**src/hdl/bba_pkg.sv**
```systemverilog
package bba_pkg;

  localparam int KIND_W  = 2;
  localparam int INDEX_W = 8;
  localparam int STAT_W  = 2;
  localparam int COUNT_W = 9;
  localparam int WORD_W  = 32;
  localparam int BIT_W   = 5;

  localparam logic [KIND_W-1:0] KIND_ALLOCATE = 2'd0;
  localparam logic [KIND_W-1:0] KIND_REQUEST  = 2'd1;
  localparam logic [KIND_W-1:0] KIND_RELEASE  = 2'd2;

  localparam logic [STAT_W-1:0] ST_OK      = 2'd0;
  localparam logic [STAT_W-1:0] ST_NO_FREE = 2'd1;
  localparam logic [STAT_W-1:0] ST_RANGE   = 2'd2;
  localparam logic [STAT_W-1:0] ST_USED    = 2'd3;

  typedef struct packed {
    logic accept;
    logic scan_run;
    logic rmw_read;
    logic rmw_exec;
    logic out_load;
  } ctl_cmd_t;

  typedef struct packed {
    logic [KIND_W-1:0] in_kind;
    logic              in_range;
    logic              scan_hit;
    logic              scan_end;
  } dp_stat_t;

endpackage

```
**src/hdl/bba_ctrl.sv**
```systemverilog
module bba_ctrl (
  input  logic               clk,
  input  logic               rst_n,
  input  logic               in_tvalid,
  output logic               in_tready,
  output logic               out_tvalid,
  input  logic               out_tready,
  input  bba_pkg::dp_stat_t  stat,
  output bba_pkg::ctl_cmd_t  cmd
);

  typedef enum logic [2:0] {
    S_IDLE,
    S_SCAN,
    S_RMW_RD,
    S_RMW_CHK,
    S_RESP
  } state_t;

  state_t state_r, state_nxt;
  logic   out_tvalid_r;

  assign in_tready  = (state_r == S_IDLE);
  assign out_tvalid = out_tvalid_r;

  always_comb begin
    cmd       = '0;
    state_nxt = state_r;
    unique case (state_r)
      S_IDLE: begin
        if (in_tvalid) begin
          cmd.accept = 1'b1;
          if (stat.in_kind == bba_pkg::KIND_ALLOCATE) begin
            state_nxt = S_SCAN;
          end else if ((stat.in_kind == bba_pkg::KIND_REQUEST ||
                        stat.in_kind == bba_pkg::KIND_RELEASE) && stat.in_range) begin
            state_nxt = S_RMW_RD;
          end else begin
            state_nxt = S_RESP;
          end
        end
      end
      S_SCAN: begin
        cmd.scan_run = 1'b1;
        if (stat.scan_hit || stat.scan_end) begin
          state_nxt = S_RESP;
        end
      end
      S_RMW_RD: begin
        cmd.rmw_read = 1'b1;
        state_nxt    = S_RMW_CHK;
      end
      S_RMW_CHK: begin
        cmd.rmw_exec = 1'b1;
        state_nxt    = S_RESP;
      end
      S_RESP: begin
        if (!out_tvalid_r || out_tready) begin
          cmd.out_load = 1'b1;
          state_nxt    = S_IDLE;
        end
      end
      default: state_nxt = S_IDLE;
    endcase
  end

  always_ff @(posedge clk) begin
    if (!rst_n) begin
      state_r      <= S_IDLE;
      out_tvalid_r <= 1'b0;
    end else begin
      state_r <= state_nxt;
      if (cmd.out_load) begin
        out_tvalid_r <= 1'b1;
      end else if (out_tready) begin
        out_tvalid_r <= 1'b0;
      end
    end
  end

endmodule

```
**src/hdl/bba_dpath.sv**
```systemverilog
module bba_dpath #(
  parameter int NUM_BLOCKS = 256
) (
  input  logic                            clk,
  input  logic                            rst_n,
  input  logic [bba_pkg::KIND_W-1:0]      in_kind,
  input  logic [bba_pkg::INDEX_W-1:0]     in_index,
  input  bba_pkg::ctl_cmd_t               cmd,
  output bba_pkg::dp_stat_t               stat,
  output logic [bba_pkg::STAT_W-1:0]      out_status,
  output logic [bba_pkg::INDEX_W-1:0]     out_index,
  output logic [bba_pkg::COUNT_W-1:0]     out_used,
  output logic [bba_pkg::COUNT_W-1:0]     out_free
);

  localparam int NUM_WORDS = (NUM_BLOCKS + bba_pkg::WORD_W - 1) / bba_pkg::WORD_W;
  localparam int AW        = (NUM_WORDS > 1) ? $clog2(NUM_WORDS) : 1;
  localparam int DEPTH     = 1 << AW;
  localparam int CW        = $clog2(NUM_BLOCKS + 1);
  localparam int LAST_BITS = NUM_BLOCKS - bba_pkg::WORD_W * (NUM_WORDS - 1);
  localparam logic [AW-1:0] LAST_WORD = AW'(NUM_WORDS - 1);
  localparam logic [bba_pkg::WORD_W-1:0] LAST_MASK =
    (LAST_BITS == bba_pkg::WORD_W) ? '1 :
    ((bba_pkg::WORD_W)'(1) << LAST_BITS) - (bba_pkg::WORD_W)'(1);

  logic [bba_pkg::WORD_W-1:0] used_mem [DEPTH];
  logic [DEPTH-1:0]           wvalid_r;
  logic [bba_pkg::WORD_W-1:0] rdata_r;
  logic                       rd_wv_r;

  logic [bba_pkg::KIND_W-1:0]  kind_r;
  logic [bba_pkg::INDEX_W-1:0] idx_r;
  logic [AW-1:0]               rd_addr_r;
  logic [AW-1:0]               chk_addr_r;
  logic                        chk_v_r;
  logic [CW-1:0]               used_total_r, used_total_nxt;
  logic [bba_pkg::STAT_W-1:0]  res_status_r, res_status_nxt;
  logic [bba_pkg::INDEX_W-1:0] res_index_r, res_index_nxt;

  logic [bba_pkg::STAT_W-1:0]  out_status_r;
  logic [bba_pkg::INDEX_W-1:0] out_index_r;
  logic [bba_pkg::COUNT_W-1:0] out_used_r;
  logic [bba_pkg::COUNT_W-1:0] out_free_r;

  logic [AW-1:0]               rd_addr;
  logic [AW-1:0]               idx_word;
  logic [bba_pkg::WORD_W-1:0]  cur_word;
  logic [bba_pkg::WORD_W-1:0]  range_mask;
  logic [bba_pkg::WORD_W-1:0]  free_vec;
  logic [bba_pkg::WORD_W-1:0]  idx_mask;
  logic [bba_pkg::BIT_W-1:0]   hit_bit;
  logic                        any_free;
  logic                        idx_used;
  logic                        wr_en;
  logic [bba_pkg::WORD_W-1:0]  wr_data;

  assign idx_word = AW'(idx_r[bba_pkg::INDEX_W-1:bba_pkg::BIT_W]);
  assign rd_addr  = cmd.rmw_read ? idx_word : rd_addr_r;
  assign cur_word = rd_wv_r ? rdata_r : '0;

  // blocks past the end of the pool count as used
  always_comb begin
    if (chk_addr_r < LAST_WORD) begin
      range_mask = '1;
    end else if (chk_addr_r == LAST_WORD) begin
      range_mask = LAST_MASK;
    end else begin
      range_mask = '0;
    end
  end

  assign free_vec = ~cur_word & range_mask;
  assign any_free = |free_vec;

  always_comb begin
    hit_bit = '0;
    for (int b = bba_pkg::WORD_W - 1; b >= 0; b--) begin
      if (free_vec[b]) begin
        hit_bit = bba_pkg::BIT_W'(b);
      end
    end
  end

  assign idx_mask = (bba_pkg::WORD_W)'(1) << idx_r[bba_pkg::BIT_W-1:0];
  assign idx_used = |(cur_word & idx_mask);

  assign stat.in_kind  = in_kind;
  assign stat.in_range = (int'(in_index) < NUM_BLOCKS);
  assign stat.scan_hit = cmd.scan_run && chk_v_r && any_free;
  assign stat.scan_end = cmd.scan_run && chk_v_r && !any_free && (chk_addr_r == LAST_WORD);

  always_comb begin
    wr_en          = 1'b0;
    wr_data        = cur_word;
    used_total_nxt = used_total_r;
    res_status_nxt = res_status_r;
    res_index_nxt  = res_index_r;
    if (cmd.accept) begin
      res_index_nxt  = in_index;
      res_status_nxt = bba_pkg::ST_OK;
      if ((in_kind == bba_pkg::KIND_REQUEST || in_kind == bba_pkg::KIND_RELEASE) &&
          !stat.in_range) begin
        res_status_nxt = bba_pkg::ST_RANGE;
      end
    end else if (stat.scan_hit) begin
      wr_en          = 1'b1;
      wr_data        = cur_word | ((bba_pkg::WORD_W)'(1) << hit_bit);
      used_total_nxt = used_total_r + CW'(1);
      res_index_nxt  = bba_pkg::INDEX_W'({chk_addr_r, hit_bit});
    end else if (stat.scan_end) begin
      res_status_nxt = bba_pkg::ST_NO_FREE;
    end else if (cmd.rmw_exec) begin
      if (kind_r == bba_pkg::KIND_REQUEST) begin
        if (idx_used) begin
          res_status_nxt = bba_pkg::ST_USED;
        end else begin
          wr_en          = 1'b1;
          wr_data        = cur_word | idx_mask;
          used_total_nxt = used_total_r + CW'(1);
        end
      end else if (idx_used) begin
        wr_en          = 1'b1;
        wr_data        = cur_word & ~idx_mask;
        used_total_nxt = used_total_r - CW'(1);
      end
    end
  end

  always_ff @(posedge clk) begin
    if (wr_en) begin
      used_mem[chk_addr_r] <= wr_data;
    end
    rdata_r <= used_mem[rd_addr];
  end

  always_ff @(posedge clk) begin
    if (!rst_n) begin
      wvalid_r     <= '0;
      rd_wv_r      <= 1'b0;
      used_total_r <= '0;
      chk_v_r      <= 1'b0;
    end else begin
      rd_wv_r      <= wvalid_r[rd_addr];
      used_total_r <= used_total_nxt;
      if (wr_en) begin
        wvalid_r[chk_addr_r] <= 1'b1;
      end
      if (cmd.accept) begin
        chk_v_r <= 1'b0;
      end else if (cmd.scan_run) begin
        chk_v_r <= 1'b1;
      end
    end
  end

  always_ff @(posedge clk) begin
    res_status_r <= res_status_nxt;
    res_index_r  <= res_index_nxt;
    if (cmd.accept) begin
      kind_r    <= in_kind;
      idx_r     <= in_index;
      rd_addr_r <= '0;
    end else if (cmd.scan_run) begin
      rd_addr_r  <= rd_addr_r + AW'(1);
      chk_addr_r <= rd_addr_r;
    end else if (cmd.rmw_read) begin
      chk_addr_r <= idx_word;
    end
    if (cmd.out_load) begin
      out_status_r <= res_status_r;
      out_index_r  <= res_index_r;
      out_used_r   <= bba_pkg::COUNT_W'(used_total_r);
      out_free_r   <= bba_pkg::COUNT_W'(CW'(NUM_BLOCKS) - used_total_r);
    end
  end

  assign out_status = out_status_r;
  assign out_index  = out_index_r;
  assign out_used   = out_used_r;
  assign out_free   = out_free_r;

endmodule

```
**src/hdl/bitmap_block_allocator.sv**
```systemverilog
// Allocate: the map is scanned from word 0, one 32-bit map word per cycle, until the
// word holding the lowest free block is found or the last word shows the pool is full.
// Request and release: read, modify and write of one map word.
// A new item can be accepted while the result waits in the output register,
// so items are handled one at a time; a stalled output holds the next result back.
// Reset clears the per-word valid bits of the map and the used count.
module bitmap_block_allocator #(
  parameter int NUM_BLOCKS = 256
) (
  input  logic        clk,
  input  logic        rst_n,
  input  logic        in_tvalid,
  output logic        in_tready,
  input  logic [15:0] in_tdata,   // kind[1:0], block_index[9:2]
  output logic        out_tvalid,
  input  logic        out_tready,
  output logic [31:0] out_tdata   // status[1:0], granted_index[9:2], used_count[18:10],
                                  // free_count[27:19]
);

  bba_pkg::ctl_cmd_t cmd;
  bba_pkg::dp_stat_t stat;

  logic [bba_pkg::STAT_W-1:0]  res_status;
  logic [bba_pkg::INDEX_W-1:0] res_index;
  logic [bba_pkg::COUNT_W-1:0] res_used;
  logic [bba_pkg::COUNT_W-1:0] res_free;

  bba_ctrl u_ctrl (
    .clk        (clk),
    .rst_n      (rst_n),
    .in_tvalid  (in_tvalid),
    .in_tready  (in_tready),
    .out_tvalid (out_tvalid),
    .out_tready (out_tready),
    .stat       (stat),
    .cmd        (cmd)
  );

  bba_dpath #(
    .NUM_BLOCKS (NUM_BLOCKS)
  ) u_dpath (
    .clk        (clk),
    .rst_n      (rst_n),
    .in_kind    (in_tdata[1:0]),
    .in_index   (in_tdata[9:2]),
    .cmd        (cmd),
    .stat       (stat),
    .out_status (res_status),
    .out_index  (res_index),
    .out_used   (res_used),
    .out_free   (res_free)
  );

  assign out_tdata = {4'd0, res_free, res_used, res_index, res_status};

endmodule
```
**config.mk**
```make
export PLATFORM = sky130hd
export DESIGN_NAME = bitmap_block_allocator
export DESIGN_NICKNAME = d
export VERILOG_FILES = /design/src/hdl/bba_pkg.sv /design/src/hdl/bba_ctrl.sv /design/src/hdl/bba_dpath.sv /design/src/hdl/bitmap_block_allocator.sv
export SDC_FILE = /design/constraint.sdc
export NUM_CORES = 1
export LEC_CHECK = 0
export BUFFER_PORTS_ARGS = -buffer_cell sky130_fd_sc_hd__buf_2
export CAP_MARGIN = 15
export CORE_MARGIN = 2
export CORE_UTILIZATION = 56
export DETAILED_ROUTE_END_ITERATION = 6
export HOLD_SLACK_MARGIN = 0.08
export PLACE_DENSITY_LB_ADDON = 0.2
export SLEW_MARGIN = 20
export SYNTH_ARGS = -nofsm -noshare
export SYNTH_HDL_FRONTEND = slang
export SYNTH_HIERARCHICAL = 1
export SYNTH_SLANG_ARGS = --single-unit
export TNS_END_PERCENT = 20
```
**constraint.sdc**
```tcl
create_clock -name clk -period 6.1 [get_ports clk]
set_clock_uncertainty 0.2 [all_clocks]
set_input_delay 1.22 -clock clk [delete_from_list [all_inputs] [get_ports clk]]
set_output_delay 1.22 -clock clk [all_outputs]
set_load 0.01 [all_outputs]
```
==> results.md, run 1 <==
- Die Height: 172 um
- FF-to-FF setup slack: 1.12 ns
- Cts repair resizes: 0
- Port Buffers: 43
- Pins Over Slew Limit: 0
- Global-route wire length before repair: 54900 um
- CTS tree: yes
- CTS Buffer Depth: 3
- Avg WL per Cell: 24.1 um
- Synthesis-to-layout area growth: 11.8%
- Later-pin clock latency in the skew report: 0.52 ns
- Io pins: 54
- Fin crit period: 4.98 ns
- Relative slew slack: 0.219
- Setup crit end kind: register
- CORE AREA: 27700 um^2
- Post-DP HPWL: 23000 um
- Setup Fix Bufs, Post-CTS: 0
- Hold Path Origin: u_dpath/res_index_r[2]
- Dominant synthesized flop cell: edfxtp_1
- Max-cap violations: 0
- Cell taking the most area after synthesis: edfxtp_1
- Post-synthesis compound-gate area fraction: 0.0821
- Simple-Gate Fraction of Synth Area: 0.0953
- Startpoint types: register
- Power, Total: 5.31 mW
- Post-Syn Area per Cell: 14.8 um^2
- Detail Route Antenna Nets: 0
- H-tree levels: 2
- Setup CP Type: reg -> reg
- Hold Path Depth: 0
- Vias in the first global route: 9218
- Post-synthesis mux area share: 0.130
- Final setup vio count: 0
- Final WL: 36500 um
- Fin Setup TNS: 0 ns
- Share of the synthesized area in the top cell type: 0.580
- Yosys warning count: 6
- Crit path required time: 6.11 ns
- Ant diodes: 0
- Maximum vdd drop: 0.258 mV
- Share of layout cells above drive strength 1: 0.232
- Worst slew pin tran: 1.16 ns
- RSZ-0062 raised after global routing: no
- Type of the worst min-delay path: reg -> reg
- Gr usage total: 0.252
- Starting Density: 0.568
- Largest family of logic cells by synthesized area: multiplexers
- RR Endpoint: u_dpath/used_mem[3][17]
- 1st-iter DRT viols: 884
- Final period util: 0.816
- R2r startpoint: u_dpath/idx_r[2]
- Routability-driven placement congestion ratio: 1.00
- Most frequent cell after synthesis: edfxtp_1
- CTS Hold Bufs: 0
- Vias per inst: 6.33
- Cell count after synthesis: 1063
- Grt ovf: 0
- Synth top area cells: edfxtp_1 58%, mux4_2 9.4%, dfxtp_1 7.6%
- # DRC: 0
- Clock sinks: 364
- Crit-path max FO: 19
- Post-synth ARST share: 0
- Num CTS Buffers: 37
- Synth Area in Adders: 0.00318
- CP Data Arrival Time: 4.99 ns
- Layout net count: 1134
- Register area share after synthesis: 0.656
- Clk root buf: clkbuf_16
- Antenna violations before repair: 0
- Number of synthesized register bits: 364
- Largest net degree at the start of global routing: 45
- Synth cell count leaders: 304 x edfxtp_1, 81 x nand2_1, 66 x mux4_2
- Status: finished clean
- DIE WIDTH: 172 um
- Static Leak: 5.56 nW
- Cell area power density: 302 nW/um^2
- Pre-antenna DRT Iters: 5
- FMAX: 0.201 GHz
- Min-Delay Endpoint: u_dpath/out_index[2]
- FP Rows: 61
- Clock transition at path regs: 0.06 ns
- Die area: 29500 um^2
- Synthesized cell area: 15700 um^2
- R2R depth: 9
- Cell variety after synth: 76
- Vias: 9579
- Final hold vios: 0
- Number of synthesized flops with an enable pin: 304
- Post-synthesis xor/xnor area fraction: 0.00612
[stage by stage]
stage	utilization	worst slack [ns]	instance area (um^2)	instances	hold slack (ns)
3_3_place_gp	0.594	1.27	16400	1449	0.201
4_1_cts	0.635	1.22	17600	1514	0.219
5_1_grt	0.635	0.928	17600	1514	0.225
2_1_floorplan	-	0.123	15700	1066	0.200
3_5_place_dp	0.594	1.25	16400	1449	0.207
6_report	0.635	1.12	17600	1514	0.215
[cell usage in the layout, fill, tap and decap left out, types with 15 or more instances in the layout]
master / instances
nor2_1: 40
clkbuf_16: 39
nand2b_1: 15
dfxtp_1: 59
nand3_1: 23
buf_2: 43
a21oi_1: 62
inv_1: 22
nor3_1: 25
o21ai_0: 30
edfxtp_1: 304
mux4_2: 66
nand2_1: 81
mux2_2: 38
buf_4: 24
[final cells by class]
| type | count | area, um^2 |
|---|---|---|
| sequential | 364 | 10300 |
| fill | 2044 | 10100 |
| multi-input combinational | 614 | 5100 |
| clock buffer | 52 | 1050 |
| tap | 378 | 473 |
| timing repair buffer | 70 | 455 |
| inverter | 23 | 88.8 |
| clock inverter | 13 | 87.6 |
[worst max-delay path by stage]
stage                     depth (start not counted)             start  slack, ns                 endpoint
after global routing                              9  u_dpath/idx_r[2]       0.93   u_dpath/used_mem[3][1]
after floorplan                                  10         in_tvalid       0.12   u_dpath/used_mem[4][0]
after global placement                            9  u_dpath/idx_r[2]       1.27   u_dpath/used_mem[3][0]
after CTS                                         9  u_dpath/idx_r[2]       1.22  u_dpath/used_mem[3][17]
after detailed placement                          9  u_dpath/idx_r[2]       1.25   u_dpath/used_mem[3][0]
final                                             9  u_dpath/idx_r[2]       1.12  u_dpath/used_mem[3][17]
[kinds of logic (layout without fill, tap and decap cells)]
logic type	count (synthesis)	count (layout)
adder cells (fa/ha/maj)	4	4
XOR/XNOR	11	11
AND/OR/NAND/NOR	281	281
AO/OA/AOI/OAI	196	196
multiplexers	117	117
other	2	5
flip-flops	364	364
buffers and inverters	88	158
[report_power, final]
group / total [mW] / switching (mW) / internal, mW / leakage (nW)
Combinational: 0.376 / 0.218 / 0.157 / 1.95
Clock: 2.12 / 0.876 / 1.25 / 0.564
Sequential: 2.81 / 0.0664 / 2.75 / 3.04
Total: 5.31 / 1.16 / 4.15 / 5.56
[worst max-delay path, stage by stage (launching register included)]
cell,delay (ns)
edfxtp_1,0.64
nand2b_1,0.38
nor3_1,0.72
a221oi_1,0.23
a32oi_1,0.56
o211ai_1,0.16
and3_1,0.39
nand2b_1,0.48
nor2_4,0.62
buf_12,0.28
[registers in the layout, indices dropped and copies added, names as in the netlist, 8 cells and up]
| signal | count |
|---|---|
| u_dpath/out_index | 8 |
| u_dpath/wvalid_r | 8 |
| u_dpath/res_index_r | 8 |
| u_dpath/rdata_r | 32 |
| u_dpath/used_mem | 256 |
| u_dpath/out_used | 9 |
| u_dpath/out_free | 8 |
| u_dpath/idx_r | 8 |
| u_dpath/used_total_r | 9 |
[metal layers]
metal / track usage / up-vias / share of wire
li1: - / 4275 / -
met1: 0.358 / 4792 / 0.43
met2: 0.398 / 410 / 0.46
met3: 0.0373 / 102 / 0.067
met4: 0.0980 / 0 / 0.037
met5: 0 / - / 0
(Power assumes the default switching activity.)
==> run 2, diff against run 1 <==
==> constraint.sdc (replaced) <==
create_clock -name clk -period 4.1 [get_ports clk]
set_clock_uncertainty 0.2 [all_clocks]
set_input_delay 0.82 -clock clk [delete_from_list [all_inputs] [get_ports clk]]
set_output_delay 0.82 -clock clk [all_outputs]
set_load 0.01 [all_outputs]
==> run 2 against run 1 <==
Sequential power grew 48%. Critical path depth grew 2. Via count grew 2.5%. Clock power grew 52%. Core utilization grew 2.0 points. Setup slack lost 0.97 ns. Critical endpoint is now u_dpath/used_mem[4][9]. Power grew 51%. Worst hold slack gained 0.0045 ns.
==> results.md, run 2 (synthesized netlist as in run 1, its figures left out) <==
- CP Data Arrival Time: 3.96 ns (-1.03 ns)
- DP Area: 17000 um^2 (+3.1%)
- Status: finished clean
- Die area: 29500 um^2 (unchanged)
- Dpl cells: 1502 (+3.7%)
- Final period util: 0.962 (+0.146)
- Flop pwr share: 0.520 (-0.010)
- Worst hold slack: 0.220 ns (+0.00451 ns)
- Pins Over Slew Limit: 0 (unchanged)
- Synthesis-to-layout area growth: 15.4%
- Largest net degree at the start of global routing: 39 (-13%)
- Max-cap violations: 0 (unchanged)
- 1st-iter DRT viols: 912 (+3.2%)
- Antenna violations before repair: 0 (unchanged)
- Fin Setup TNS: 0 ns (unchanged)
- H-tree levels: 2 (unchanged)
- Psw: 1.79 mW (+54%)
- Detail Route Antenna Nets: 0 (unchanged)
- Clk pwr share: 0.403 (+0.004)
- Crit-path max FO: 16 (-3)
- Vias: 9819 (+2.5%)
- Final Util: 0.655 (+0.0203)
- FP Rows: 61 (unchanged)
- Vias per inst: 6.25 (-1.3%)
- CTS tree: yes
- Relative slew slack: 0.349 (+0.130)
- Max FFs per register: 256 (unchanged)
- Setup CP Type: reg -> reg
- Later-pin clock latency in the skew report: 0.53 ns (about the same)
- Cell area after layout: 18200 um^2 (+3.2%)
- Launch point of the worst path: u_dpath/idx_r[2]
- Gr usage total: 0.256 (+0.00405)
- Static Leak: 5.87 nW (+5.7%)
- Switching fraction of total power: 0.223 (+0.00498)
- Io pins: 54 (unchanged)
- CTS Buffer Depth: 3 (unchanged)
- P_int: 6.23 mW (+50%)
- R2r startpoint: u_dpath/idx_r[2]
- Power, Total: 8.02 mW (+51%)
- Final setup vio count: 0 (unchanged)
- Cell area power density: 442 nW/um^2 (+46%)
- Post-DP HPWL: 23800 um (+3.5%)
- Worst slew pin tran: 0.969 ns (-0.191 ns)
- Hold Path Origin: u_dpath/res_index_r[5]
- CORE AREA: 27700 um^2 (unchanged)
- Vias in the first global route: 9374 (+1.7%)
- Final Non-Filler Cells: 1572 (+3.8%)
- Fin crit period: 3.94 ns (-1.03 ns)
- Starting Density: 0.568 (unchanged)
- Type of the worst min-delay path: reg -> reg
- Clock transition at path regs: 0.06 ns (about the same)
- Commonest non-fill, non-tap cell in the layout: edfxtp_1
- FMAX: 0.254 GHz (+26%)
- Regs by FF count: u_dpath/used_mem: 256 flops, u_dpath/rdata_r: 32 flops
- Num CTS Buffers: 38 (+2.7%)
- Global-route wire length before repair: 56200 um (+2.4%)
- Final WL: 37000 um (+1.4%)
- Layout net count: 1188 (+4.8%)
- Comb pwr share: 0.077 (+0.006)
- DIE WIDTH: 172 um (unchanged)
- Setup crit end kind: register
- Commonest cells after routing, fill and taps aside: 304 x edfxtp_1, 81 x nand2_1, 68 x buf_4, 66 x mux4_2, 62 x a21oi_1
- Final hold vios: 0 (unchanged)
- Maximum vdd drop: 0.368 mV (+43%)
- Clk root buf: clkbuf_16
- Grt ovf: 0 (unchanged)
- Die Height: 172 um (unchanged)
- Top reg by flops: u_dpath/used_mem
- Post-place setup slack: 0.168 ns (-1.08 ns)
- Routability-driven placement congestion ratio: 1.00 (-0.22%)
- Ant diodes: 0 (unchanged)
- # DRC: 0 (unchanged)
- Avg WL per Cell: 23.6 um (-2.4%)
- Pre-antenna DRT Iters: 5 (unchanged)
- Port Buffers: 43 (unchanged)
- Crit path required time: 4.12 ns (-1.99 ns)
- Clock sinks: 364 (unchanged)
- Startpoint types: register
- Share of layout cells above drive strength 1: 0.270 (+0.0373)
- Worst setup slack after layout: 0.158 ns (-0.967 ns)
## run 2: repair_timing
| action | CTS | global route |
|---|---|---|
| hold buffers | 0 | 0 |
| gates resized for setup | 0 | 4 |
| endpoints found under the setup margin | 0 | 41 |
| buffers inserted | 0 | 0 |
## run 2: worst max-delay path: stages, from the launching register on
cell and delay, ns:
edfxtp_1 0.62, nand2b_1 0.26, buf_4 0.19, o32a_1 0.34, a31o_2 0.20, a32oi_1 0.48
o211ai_1 0.18, and3_1 0.22, or2_1 0.21, buf_4 0.19, nor3_4 0.28, buf_12 0.23
## run 2: cell type report
class                           count  area (um^2)
Clock buffer                       56         1060
Sequential cell                   364        10300
Tap cell                          378          473
Multi-Input combinational cell    614         5120
Fill cell                        1963         9550
Inverter                           23         88.8
Timing Repair Buffer              123          957
Clock inverter                     14          124
## run 2: path summary, 6_finish.rpt
kind | endpoint | slack, ns | depth (start not counted)
max | u_dpath/used_mem[4][9] | 0.16 | 11
min | u_dpath/out_index[5] | 0.22 | 0
max reg2reg | u_dpath/used_mem[4][9] | 0.16 | 11
min reg2reg | u_dpath/out_index[5] | 0.22 | 0
## run 2: per-layer routing
layer	GRT usage	vias up	share of wire
met5	0	-	0
met4	0.105	0	0.041
met1	0.365	4925	0.43
li1	-	4386	-
met2	0.397	418	0.46
met3	0.0416	90	0.066
## run 2: power by group through the flow
stage,sequential (mW),combinational (mW),clock (mW)
floorplan,4.21,0.435,0
global route,4.18,0.675,3.44
detailed placement,4.24,0.620,0
finish,4.17,0.621,3.23
CTS,4.17,0.623,3.29
global placement,4.24,0.611,0
